File: src/rtl/ppft_pkg.sv
// Shared constants, register and operation codes, and the CORDIC arctangent
// values for the planar pose frame transform. No dependencies.
package ppft_pkg;

    localparam int COORD_WIDTH   = 32;
    localparam int ANGLE_WIDTH   = 16;
    localparam int CORDIC_STAGES = 16;

    localparam int ATAN_ENTRIES = 24;
    localparam int TRIG_W       = 34;
    localparam int Z_W          = 33;

    localparam logic [31:0] TRIG_GAIN_Q30 = 32'h26DD_3B6A;
    localparam logic signed [TRIG_W-1:0] TRIG_LIM = 34'sh0_4010_0000;

    localparam logic [2:0] OP_POINT_INV = 3'd0;
    localparam logic [2:0] OP_POINT_FWD = 3'd1;
    localparam logic [2:0] OP_TRANSLATE = 3'd2;
    localparam logic [2:0] OP_POSE_INV  = 3'd3;
    localparam logic [2:0] OP_POSE_FWD  = 3'd4;

    localparam logic [1:0] REG_FRAME_X     = 2'd0;
    localparam logic [1:0] REG_FRAME_Y     = 2'd1;
    localparam logic [1:0] REG_FRAME_ANGLE = 2'd2;

    function automatic logic [31:0] atan_turn(input logic [4:0] idx);
        logic [31:0] val;
        case (idx)
            5'd0:    val = 32'h2000_0000;
            5'd1:    val = 32'h12E4_051E;
            5'd2:    val = 32'h09FB_385B;
            5'd3:    val = 32'h0511_11D4;
            5'd4:    val = 32'h028B_0D43;
            5'd5:    val = 32'h0145_D7E1;
            5'd6:    val = 32'h00A2_F61E;
            5'd7:    val = 32'h0051_7C55;
            5'd8:    val = 32'h0028_BE53;
            5'd9:    val = 32'h0014_5F2F;
            5'd10:   val = 32'h000A_2F98;
            5'd11:   val = 32'h0005_17CC;
            5'd12:   val = 32'h0002_8BE6;
            5'd13:   val = 32'h0001_45F3;
            5'd14:   val = 32'h0000_A2FA;
            5'd15:   val = 32'h0000_517D;
            5'd16:   val = 32'h0000_28BE;
            5'd17:   val = 32'h0000_145F;
            5'd18:   val = 32'h0000_0A30;
            5'd19:   val = 32'h0000_0518;
            5'd20:   val = 32'h0000_028C;
            5'd21:   val = 32'h0000_0146;
            5'd22:   val = 32'h0000_00A3;
            5'd23:   val = 32'h0000_0051;
            default: val = 32'h0000_0000;
        endcase
        return val;
    endfunction

endpackage

File: src/rtl/ppft_cordic_cell.sv
// One CORDIC rotation cell: a single micro-rotation plus the word payload it
// carries down the chain. Depends on ppft_pkg.
module ppft_cordic_cell #(
    parameter int IDX = 0,
    parameter int PW  = 8
) (
    input  logic                               clk,
    input  logic                               rst_n,
    input  logic                               up_valid,
    output logic                               up_en,
    input  logic signed [ppft_pkg::TRIG_W-1:0] x_in,
    input  logic signed [ppft_pkg::TRIG_W-1:0] y_in,
    input  logic signed [ppft_pkg::Z_W-1:0]    z_in,
    input  logic        [PW-1:0]               pay_in,
    output logic                               valid,
    input  logic                               down_en,
    output logic signed [ppft_pkg::TRIG_W-1:0] x_out,
    output logic signed [ppft_pkg::TRIG_W-1:0] y_out,
    output logic signed [ppft_pkg::Z_W-1:0]    z_out,
    output logic        [PW-1:0]               pay_out
);

    localparam logic signed [ppft_pkg::Z_W-1:0] ATAN =
        $signed({1'b0, ppft_pkg::atan_turn(5'(IDX))});

    logic                               valid_reg;
    logic signed [ppft_pkg::TRIG_W-1:0] x_reg, y_reg, x_next, y_next, xs, ys;
    logic signed [ppft_pkg::Z_W-1:0]    z_reg, z_next;
    logic        [PW-1:0]               pay_reg;

    assign up_en = !valid_reg || down_en;

    assign xs = x_in >>> IDX;
    assign ys = y_in >>> IDX;

    always_comb
    begin
        if (!z_in[ppft_pkg::Z_W-1])
        begin
            x_next = x_in - ys;
            y_next = y_in + xs;
            z_next = z_in - ATAN;
        end
        else
        begin
            x_next = x_in + ys;
            y_next = y_in - xs;
            z_next = z_in + ATAN;
        end
    end

    always_ff @(posedge clk or negedge rst_n)
    begin
        if (!rst_n)
        begin
            valid_reg <= 1'b0;
        end
        else if (up_en)
        begin
            valid_reg <= up_valid;
        end
    end

    always_ff @(posedge clk)
    begin
        if (up_en && up_valid)
        begin
            x_reg   <= x_next;
            y_reg   <= y_next;
            z_reg   <= z_next;
            pay_reg <= pay_in;
        end
    end

    assign valid   = valid_reg;
    assign x_out   = x_reg;
    assign y_out   = y_reg;
    assign z_out   = z_reg;
    assign pay_out = pay_reg;

endmodule

File: config.mk
export PLATFORM = sky130hd
export DESIGN_NAME = ppft_cordic_cell
export DESIGN_NICKNAME = d
export VERILOG_FILES = /design/src/rtl/ppft_pkg.sv /design/src/rtl/ppft_cordic_cell.sv
export SDC_FILE = /design/constraint.sdc
export NUM_CORES = 1
export LEC_CHECK = 0
export BUFFER_PORTS_ARGS = -buffer_cell sky130_fd_sc_hd__clkbuf_2
export CORE_ASPECT_RATIO = 0.8
export CORE_UTILIZATION = 35
export CTS_CLUSTER_SIZE = 14
export DETAILED_ROUTE_END_ITERATION = 8
export SLEW_MARGIN = 10
export SYNTH_ARGS = -nofsm -noshare
export SYNTH_HDL_FRONTEND = slang
export SYNTH_SLANG_ARGS = --single-unit
File: constraint.sdc
create_clock -name clk -period 3.3 [get_ports clk]
set_input_delay 0.33 -clock clk [delete_from_list [all_inputs] [get_ports clk]]
set_output_delay 0.33 -clock clk [all_outputs]
set_load 0.05 [all_outputs]
==> flow_metrics.py <==
metrics = {
    "layout": {
        "drive_above_1_share_pct": 25.56,
        "nNetsFinal": 1509,
        "seq_area_mm2": 0.003268,
        "synthToLayoutAreaGrowth_pct": 22.13,
        "n_antenna_cell": 0,
        "multi_input_area_mm2": 0.005609,
        "final_common_cell": "clkbuf_2",
        "fin_util_pct": 43.81,
        "fillers": 2613,
        "final_cell_mix": "223 x clkbuf_2, 108 x edfxtp_1, 102 x ha_1",
        "largest_reg_flops": 34,
        "fin_cells": 1652,
    },
    "yosys": {
        "synth_area_mm2": 0.009492,
        "synth_area_per_cell_um2": 9.092,
        "synth_cell_type_count": 83,
        "yosysWarnings": 0,
        "ys_seq_area_share_pct": 34.43,
        "ys.flop_type": "edfxtp_1",
        "synth_fa_ha_area_share_pct": 14.29,
        "muxShareOfSynthArea_pct": 0.8437,
        "synth_top_family_by_area": "compound AO/OA/AOI/OAI gates",
        "synth_simple_gate_area_share_pct": 12.63,
        "synthCells": 1044,
        "synth_compound_area_share_pct": 25.31,
        "synth_edf_count": 108,
        "synth-seq-cells": 109,
        "synth_xor_xnor_area_share_pct": 5.998,
        "ys_async_sr_fraction_pct": 0.9174,
        "synth_fp_nets": 1263,
    },
    "power_and_ir_drop": {
        "ir_drop_mv": 0.2670,
        "power_mw": 4.988,
        "power.leakage_nw": 5.116,
        "p_per_area_mw_per_mm2": 430.3,
    },
    "die": {
        "initial_core_util_pct": 35.87,
        "die_x_um": 186.1,
        "die_area_mm2": 0.02779,
        "io_pins": 224,
        "die_height_um": 149.3,
        "rows": 53,
        "coreArea_mm2": 0.02646,
    },
    "global_routing": {
        "grt_max_degree": 72,
        "grt_pass1_wl_mm": 48.10,
        "globalRouteOverflowTotal": 0,
        "grt_pass1_vias": 8128,
        "antenna_found_initial": 0,
        "gr-usage-all-layers_pct": 22.91,
    },
    "cts": {
        "cts-resized-gates": 0,
        "clkTransAtPathRegs_ps": 90,
        "cts_tree": "built",
        "htreeDepth": 3,
        "root_buffer": "clkbuf_16",
        "cts_buffers": 9,
        "worstSkewPairLatency_ps": 350,
        "cts_max_path_buffers": 2,
        "clock-sinks": 109,
    },
    "route": {
        "wl_per_cell_um": 19.47,
        "route.detailed.drc": 0,
        "dr.pass1.iters": 6,
        "vias_per_cell": 5.423,
        "drt-total-wl_mm": 32.16,
        "via_count": 8959,
        "drtIter0Drc": 1019,
        "ant_nets": 0,
    },
    "placed_design": {
        "portBuffers": 223,
        "place.gp.congestion": 0.9559,
        "place_hpwl_mm": 26.44,
        "pre_cts_ws_ps": -2.131,
        "dp_cells": 1635,
    },
    "min_path": {
        "min_path_type": "in2reg",
        "hold-path-cell-count": 1,
        "hp-start": "pay_in[3]",
        "worstHoldEndpoint": "pay_out[3]",
    },
    "timing": {
        "fin_crit_sh_pct": 90.29,
        "drv_slew": 0,
        "layout_setup_ws_ps": 320.4,
        "setup_viol": 0,
        "period_needed_ps": 2980,
        "skew_ps": 8.266,
        "hold_viol_final": 0,
        "worst_slew_pin_slew_ps": 754.5,
        "fmax_ghz": 0.3356,
        "rsz0062_at_grt": "false",
        "hold_ws_ps": 141.1,
        "slew_headroom_pct": 49.70,
    },
    "critical_path": {
        "arrival_ps": 3110,
        "crit_fanout": 3,
        "r2r-end": "z_out[7]",
        "critPathLaunchType": "input pin",
        "r2r_setup_slack_ps": 1550,
        "critPathRequiredTime_ps": 3430,
        "critPathKind": "in2reg",
        "worstRegToRegCells": 3,
        "critPathCaptureType": "register",
        "r2r-start": "valid",
    },
    "outcome": {
        "outcome": "complete, no violations",
    },
    "job": {
        "maxCapViolCount": 0,
    },
}
[cells in the mapped netlist (3+ instances only)]
master,instances,area [um^2]
nor3_1,19,95.09
buf_2,11,55.05
clkbuf_1,24,90.09
o2111ai_1,4,35.03
o31a_1,4,35.03
nor2_1,86,322.8
and2_1,5,31.28
nand4_1,16,100.1
xnor2_1,59,516.8
o31ai_1,7,52.55
a2111oi_4,3,82.58
o211ai_1,21,157.7
a31o_2,3,26.28
ha_1,102,1276
a211oi_2,3,37.54
a22oi_1,7,52.55
o21bai_1,21,157.7
a21oi_1,99,495.5
xor2_1,6,52.55
a211oi_1,9,67.56
nand2b_1,7,43.79
o21a_1,11,82.58
or3_1,6,37.54
or2_2,3,18.77
inv_1,100,375.4
nand3_1,24,120.1
a2111oi_0,3,26.28
mux2i_1,8,80.08
o21ai_0,81,405.4
buf_1,3,11.26
buf_4,7,52.55
a211o_1,4,35.03
edfxtp_1,108,3243
a21o_1,21,157.7
nand3b_1,4,30.03
o21ai_1,5,25.02
nor2b_1,13,81.33
a31oi_1,15,93.84
and3_1,8,50.05
o41ai_1,3,26.28
fa_1,4,80.08
nand2_1,52,195.2
[layer usage]
metal | global-route usage [%] | vias to the layer above | routed length (um)
met3 | 6.665 | 19 | 3627
met1 | 35.53 | 4206 | 15810
met2 | 30.91 | 461 | 12460
met4 | 3.770 | 0 | 272
met5 | 0 | - | 0
li1 | - | 4273 | -
[stage by stage]
stage | cell area (um^2) | TNS [ps]
floorplan | 9493 | 0
global placement | 11280 | 0
detailed placement | 11280 | -2.131
CTS | 11590 | 0
global route | 11590 | 0
finish | 11590 | 0
[how the worst max path moves through the flow]
stage | cells after the start | start | slack [ps] | endpoint
final | 12 | y_in[0] | 320 | y_out[28]
after global routing | 12 | y_in[0] | 200 | y_out[28]
after CTS | 12 | y_in[0] | 370 | y_out[28]
after detailed placement | 12 | y_in[0] | -2 | y_out[28]
after global placement | 12 | y_in[0] | 40 | y_out[28]
after floorplan | 2 | valid | 350 | pay_out[0]
[kinds of logic after synthesis]
| family | Yosys count |
|---|---|
| AOI/OAI and AO/OA | 355 |
| and+or+nand+nor | 252 |
| buffers and inverters | 149 |
| DFF | 109 |
| adders and majority gates | 106 |
| xor gates and xnor gates | 65 |
| muxes | 8 |
[final cells by class]
| type | count | area share [%] |
|---|---|---|
| clock buffers | 10 | 2.062 |
| clock inverters | 6 | 0.5181 |
| inverters | 102 | 3.303 |
| multi-input cells | 786 | 48.39 |
| flip-flops and latches | 109 | 28.19 |
| well taps | 357 | 3.853 |
| repair buffers | 282 | 13.69 |
[worst max-delay path, stage by stage]
cell       delay, ps
clkbuf_2         100
inv_1             40
ha_1             210
fa_1             410
nor2b_1          170
o211ai_1         170
a21o_1           280
a2111oi_4        440
nor3b_1          120
o311ai_0         290
o21ai_0          190
xnor2_1          350
[what timing repair did]
action | CTS | global route
endpoints found under the hold margin | 1 | 0
hold buffers | 1 | 0
setup buffers | 0 | 0
[power by group]
group,switching [mW],internal [mW]
sequential,0.0448,1.72
combinational,1.45,0.670
clock,0.551,0.556
total,2.04,2.94
(Power assumes the default switching activity.)
