## config.mk

```make
export PLATFORM = sky130hd
export DESIGN_NAME = ppft_finish
export DESIGN_NICKNAME = d
export VERILOG_FILES = /design/src/rtl/ppft_pkg.sv /design/src/rtl/ppft_finish.sv
export SDC_FILE = /design/constraint.sdc
export NUM_CORES = 1
export LEC_CHECK = 0
export ABC_CLOCK_PERIOD_IN_PS = 7200
export BUFFER_PORTS_ARGS = -buffer_cell sky130_fd_sc_hd__buf_2
export CAP_MARGIN = 15
export CELL_PAD_IN_SITES_DETAIL_PLACEMENT = 1
export CELL_PAD_IN_SITES_GLOBAL_PLACEMENT = 1
export CORE_ASPECT_RATIO = 1.25
export CORE_MARGIN = 5
export CORE_UTILIZATION = 30
export DETAILED_ROUTE_END_ITERATION = 6
export HOLD_SLACK_MARGIN = 0.1
export PLACE_DENSITY = 0.8
export SLEW_MARGIN = 10
export SYNTH_ARGS = -nofsm -noshare
export SYNTH_HDL_FRONTEND = slang
export SYNTH_SLANG_ARGS = --single-unit
```

## constraint.sdc

```tcl
create_clock -name clk -period 7.2 [get_ports clk]
set_input_delay 1.44 -clock clk [delete_from_list [all_inputs] [get_ports clk]]
set_output_delay 1.44 -clock clk [all_outputs]
set_load 0.005 [all_outputs]
```

## src/rtl/ppft_pkg.sv

```systemverilog
// Shared constants, register and operation codes, and the CORDIC arctangent
// values for the planar pose frame transform. No dependencies.
package ppft_pkg;

    localparam int COORD_WIDTH   = 32;
    localparam int ANGLE_WIDTH   = 16;
    localparam int CORDIC_STAGES = 16;

    localparam int ATAN_ENTRIES = 24;
    localparam int TRIG_W       = 34;
    localparam int Z_W          = 33;

    localparam logic [31:0] TRIG_GAIN_Q30 = 32'h26DD_3B6A;
    localparam logic signed [TRIG_W-1:0] TRIG_LIM = 34'sh0_4010_0000;

    localparam logic [2:0] OP_POINT_INV = 3'd0;
    localparam logic [2:0] OP_POINT_FWD = 3'd1;
    localparam logic [2:0] OP_TRANSLATE = 3'd2;
    localparam logic [2:0] OP_POSE_INV  = 3'd3;
    localparam logic [2:0] OP_POSE_FWD  = 3'd4;

    localparam logic [1:0] REG_FRAME_X     = 2'd0;
    localparam logic [1:0] REG_FRAME_Y     = 2'd1;
    localparam logic [1:0] REG_FRAME_ANGLE = 2'd2;

    function automatic logic [31:0] atan_turn(input logic [4:0] idx);
        logic [31:0] val;
        case (idx)
            5'd0:    val = 32'h2000_0000;
            5'd1:    val = 32'h12E4_051E;
            5'd2:    val = 32'h09FB_385B;
            5'd3:    val = 32'h0511_11D4;
            5'd4:    val = 32'h028B_0D43;
            5'd5:    val = 32'h0145_D7E1;
            5'd6:    val = 32'h00A2_F61E;
            5'd7:    val = 32'h0051_7C55;
            5'd8:    val = 32'h0028_BE53;
            5'd9:    val = 32'h0014_5F2F;
            5'd10:   val = 32'h000A_2F98;
            5'd11:   val = 32'h0005_17CC;
            5'd12:   val = 32'h0002_8BE6;
            5'd13:   val = 32'h0001_45F3;
            5'd14:   val = 32'h0000_A2FA;
            5'd15:   val = 32'h0000_517D;
            5'd16:   val = 32'h0000_28BE;
            5'd17:   val = 32'h0000_145F;
            5'd18:   val = 32'h0000_0A30;
            5'd19:   val = 32'h0000_0518;
            5'd20:   val = 32'h0000_028C;
            5'd21:   val = 32'h0000_0146;
            5'd22:   val = 32'h0000_00A3;
            5'd23:   val = 32'h0000_0051;
            default: val = 32'h0000_0000;
        endcase
        return val;
    endfunction

endpackage

```

## src/rtl/ppft_finish.sv

```systemverilog
// Final stage: scale the product sums, add the translation, clip to the
// coordinate range and hold the result word. Depends on ppft_pkg.
module ppft_finish #(
    parameter int COORD_WIDTH = ppft_pkg::COORD_WIDTH,
    parameter int ANGLE_WIDTH = ppft_pkg::ANGLE_WIDTH
) (
    input  logic                           clk,
    input  logic                           rst_n,
    input  logic                           up_valid,
    output logic                           up_en,
    input  logic signed [COORD_WIDTH+36:0] sum_x,
    input  logic signed [COORD_WIDTH+36:0] sum_y,
    input  logic signed [COORD_WIDTH-1:0]  tx,
    input  logic signed [COORD_WIDTH-1:0]  ty,
    input  logic        [ANGLE_WIDTH-1:0]  ang,
    output logic                           out_valid,
    input  logic                           out_stall,
    output logic signed [COORD_WIDTH-1:0]  out_x,
    output logic signed [COORD_WIDTH-1:0]  out_y,
    output logic        [ANGLE_WIDTH-1:0]  out_angle,
    output logic                           saturated
);

    localparam int RW = COORD_WIDTH + 8;
    localparam logic signed [RW-1:0] MAXV =
        {{(RW-COORD_WIDTH+1){1'b0}}, {(COORD_WIDTH-1){1'b1}}};
    localparam logic signed [RW-1:0] MINV =
        {{(RW-COORD_WIDTH+1){1'b1}}, {(COORD_WIDTH-1){1'b0}}};

    logic                          valid_reg;
    logic signed [RW-1:0]          rx, ry;
    logic signed [COORD_WIDTH-1:0] x_next, y_next, x_reg, y_reg;
    logic                          sat_x, sat_y;
    logic        [ANGLE_WIDTH-1:0] ang_reg;
    logic                          sat_reg;

    assign up_en = !valid_reg || !out_stall;

    assign rx = RW'(sum_x >>> 30) + RW'(tx);
    assign ry = RW'(sum_y >>> 30) + RW'(ty);

    always_comb
    begin
        sat_x = 1'b1;
        sat_y = 1'b1;
        if (rx > MAXV)
        begin
            x_next = MAXV[COORD_WIDTH-1:0];
        end
        else if (rx < MINV)
        begin
            x_next = MINV[COORD_WIDTH-1:0];
        end
        else
        begin
            x_next = rx[COORD_WIDTH-1:0];
            sat_x  = 1'b0;
        end
        if (ry > MAXV)
        begin
            y_next = MAXV[COORD_WIDTH-1:0];
        end
        else if (ry < MINV)
        begin
            y_next = MINV[COORD_WIDTH-1:0];
        end
        else
        begin
            y_next = ry[COORD_WIDTH-1:0];
            sat_y  = 1'b0;
        end
    end

    always_ff @(posedge clk or negedge rst_n)
    begin
        if (!rst_n)
        begin
            valid_reg <= 1'b0;
        end
        else if (up_en)
        begin
            valid_reg <= up_valid;
        end
    end

    always_ff @(posedge clk)
    begin
        if (up_en && up_valid)
        begin
            x_reg   <= x_next;
            y_reg   <= y_next;
            ang_reg <= ang;
            sat_reg <= sat_x || sat_y;
        end
    end

    assign out_valid = valid_reg;
    assign out_x     = x_reg;
    assign out_y     = y_reg;
    assign out_angle = ang_reg;
    assign saturated = sat_reg;

endmodule

```

==> summary.txt <==
Synth
  • Asr flop ratio synth: 1.220%
  • Top FF cell, synth: edfxtp_1
  • Seq/Total Area, Yosys: 30.38%
  • Mapped Cells: 915
  • Ys Warns: 0
  • Number of synthesized register bits: 82
  • EDFF count, synth: 81
  • Top-area cell type share of the netlist area: 30.07%
  • Synthesized area per cell: 8.839 um2
  • Top cells by area, synth: edfxtp_1 (30%), ha_1 (12%), a21oi_1 (6.6%)
  • Unique masters post-synth: 72
  • Post-Syn Nets: 1,217
  • Cell accounting for the most synthesized area: edfxtp_1
  • Mapped cell area: 8088 um2
  • Most frequent cell after synthesis: a21oi_1
  • Commonest cells post-synth: a21oi_1 (107), edfxtp_1 (81), ha_1 (78)

STA
  • Fin crit period: 5.496 ns
  • Pins over their slew limit: 0
  • Setup ws final: 1.704 ns
  • Final clock skew: 0.01507 ns
  • Fmax achieved: 181.9 MHz
  • Worst-Margin Slew: 1.227 ns
  • Setup TNS: 0 ns
  • RSZ-0062 raised after global routing: false
  • Tcrit/Tclk final: 76.34%
  • Setup Viol. Count Final: 0
  • Fin. Hold Viols: 0
  • Relative slew slack: 18.18%

Final layout
  • Ant diodes: 0
  • Fin nets: 1,425
  • Final core utilization: 36.85%
  • Synth-to-layout area growth: 21.86%
  • Ratio of cells with drive above 1 in the final layout: 25.18%
  • Non-Filler Instances: 1,473

Floorplanning
  • Overall die width: 156.9 um
  • Die ar.: 30,360 um2
  • Starting Density: 30.24%
  • Ports: 305
  • Row cnt: 67
  • Die Y: 193.6 um
  • Core Area: 26,740 um2

Clock network
  • Worst-case clock buffer depth: 2
  • H-tree depth: 3
  • Hold_buf cts: 0
  • CTS root buf: clkbuf_16
  • Clk slew on worst S/H paths: 0.08 ns
  • CTS resizes: 0
  • CTS sink cnt: 82
  • Clock Latency Late Sink: 0.35 ns
  • CTS tree: done
  • CTS Buf Count: 9
  • Setup Buffers After CTS: 0

Setup path
  • CP max stage cell: o21ai_4
  • Crit path cell chain: buf_2, ha_1, fa_1, a21o_1, a2111oi_2, o21bai_1, a211oi_2, o21a_1, o21a_1, mux2i_1, nand2_1, o21ai_4, o211ai_1
  • Critical Path RT: 7.26 ns
  • Crit-path max FO: 26
  • Crit start category: input port
  • Critical path's largest stage delay: 0.73 ns
  • Cell mode on critical path: o21a_1
  • Crit path capture type: flop
  • CP Class: input port to flop
  • CP arrival: 5.56 ns

Placed design
  • GPL Wtd Cong: 0.8906
  • Placed cell count: 1,457
  • Worst slack at placement: 1.321 ns
  • Final HPWL DP: 22.69 mm
  • Port buffer count: 244

Global routing
  • Initial antenna violation count: 0
  • Top Usage Layer GRT: met2
  • Vias in the first global route: 8,451
  • Largest net degree at the start of global routing: 82
  • M2 GR Usage: 32.72%
  • Global Route met1 Usage: 20.67%
  • First-pass GRT wire length: 43.50 mm
  • Total GRT Usage: 17.60%
  • Met3 usage: 2.392%
  • Total gr overflow: 0

Drt
  • Avg WL per Cell: 18.96 um
  • Drt drc: 0
  • Initial DRC count: 272
  • DR vias: 7,998
  • Routed vias/inst: 5.430
  • WL final: 27.93 mm
  • DRT antenna net count: 0
  • Drt pass-1 iters: 5

Status
  • Status: finished clean

Power
  • Static Leak: 4.125 nW
  • Peak supply drop: 90.72 uV
  • Power per cell area: 186.3 nW/um2

Worst hold path
  • Worst min path class: flop to flop

Job
  • Max cap viols: 0
[registers in the layout, summed over array words and instances (netlist names)]
| signal | flops |
|---|---|
| out_valid | 1 |
| out_x | 32 |
| out_angle | 16 |
| saturated | 1 |
| out_y | 32 |
[report_power, final]
group	switching, mW	total, mW	internal (mW)
Clock	0.219	0.494	0.275
Combinational	0.440	0.734	0.294
Sequential	0.0141	0.607	0.593
Total	0.674	1.84	1.16
[final cells by class]
cell class / instances / area, um2
Multi-Input combinational cell: 759 / 5325
Clock inverter: 7 / 82.58
Clock buffer: 9 / 225.2
Tap cell: 345 / 431.7
Inverter: 24 / 90.09
Timing Repair Buffer: 247 / 1244
Fill cell: 3226 / 16890
Sequential cell: 82 / 2457
[worst paths after layout]
path	startpoint	endpoint	slack, ns	cells after the start
setup / recovery	sum_y[30]	out_y[24]	1.70	13
hold / removal	out_valid	out_valid	0.56	2
setup reg to reg	out_valid	out_x[14]	5.26	3
hold reg to reg	out_valid	out_valid	0.56	2
max in group asynchronous	rst_n	out_valid	6.25	1
min in group asynchronous	rst_n	out_valid	0.86	1
[worst max-delay path: cells and delay by family]
| family | cells | cell delay [ns] |
|---|---|---|
| simple gates | 1 | 0.35 |
| fa+ha+maj | 2 | 0.65 |
| compound gates | 8 | 2.68 |
| mux | 1 | 0.33 |
| buf+inv | 1 | 0.10 |
[kinds of logic after synthesis]
| logic type | synth area share (%) |
|---|---|
| flops | 30.38 |
| buf+inv | 3.806 |
| fa+ha+maj | 12.56 |
| mux | 0.6188 |
| compound gates | 29.38 |
| simple gates | 16.54 |
| xor+xnor | 6.714 |
[per-stage QoR]
stage	hold WS, ns	total power [mW]	cell area, um2
2_1_floorplan	0.5274	1.107	8088
3_3_place_gp	0.4995	1.328	9548
3_5_place_dp	0.5497	1.350	9548
4_1_cts	0.5670	1.851	9856
5_1_grt	0.5972	1.942	9856
6_report	0.5643	1.836	9856
[layout by cell type (no fill, tap or decap), types with 14 or more instances in the layout]
cell	n
nand2_1	74
a211oi_1	15
a21o_1	46
inv_1	24
a21oi_1	107
nor3_1	20
nand3_1	24
o21a_1	29
nand4_1	21
xnor2_1	40
ha_1	78
a31oi_1	14
xor2_1	22
buf_2	244
edfxtp_1	81
o21ai_0	43
nor2_1	50
[metal layers]
| layer | vias up | routed length (um) |
|---|---|---|
| met4 | 0 | 625 |
| met5 | - | 0 |
| met3 | 35 | 1446 |
| li1 | 3905 | - |
| met1 | 3832 | 11250 |
| met2 | 226 | 14600 |
Note: power is estimated with default switching activity, not from simulation.
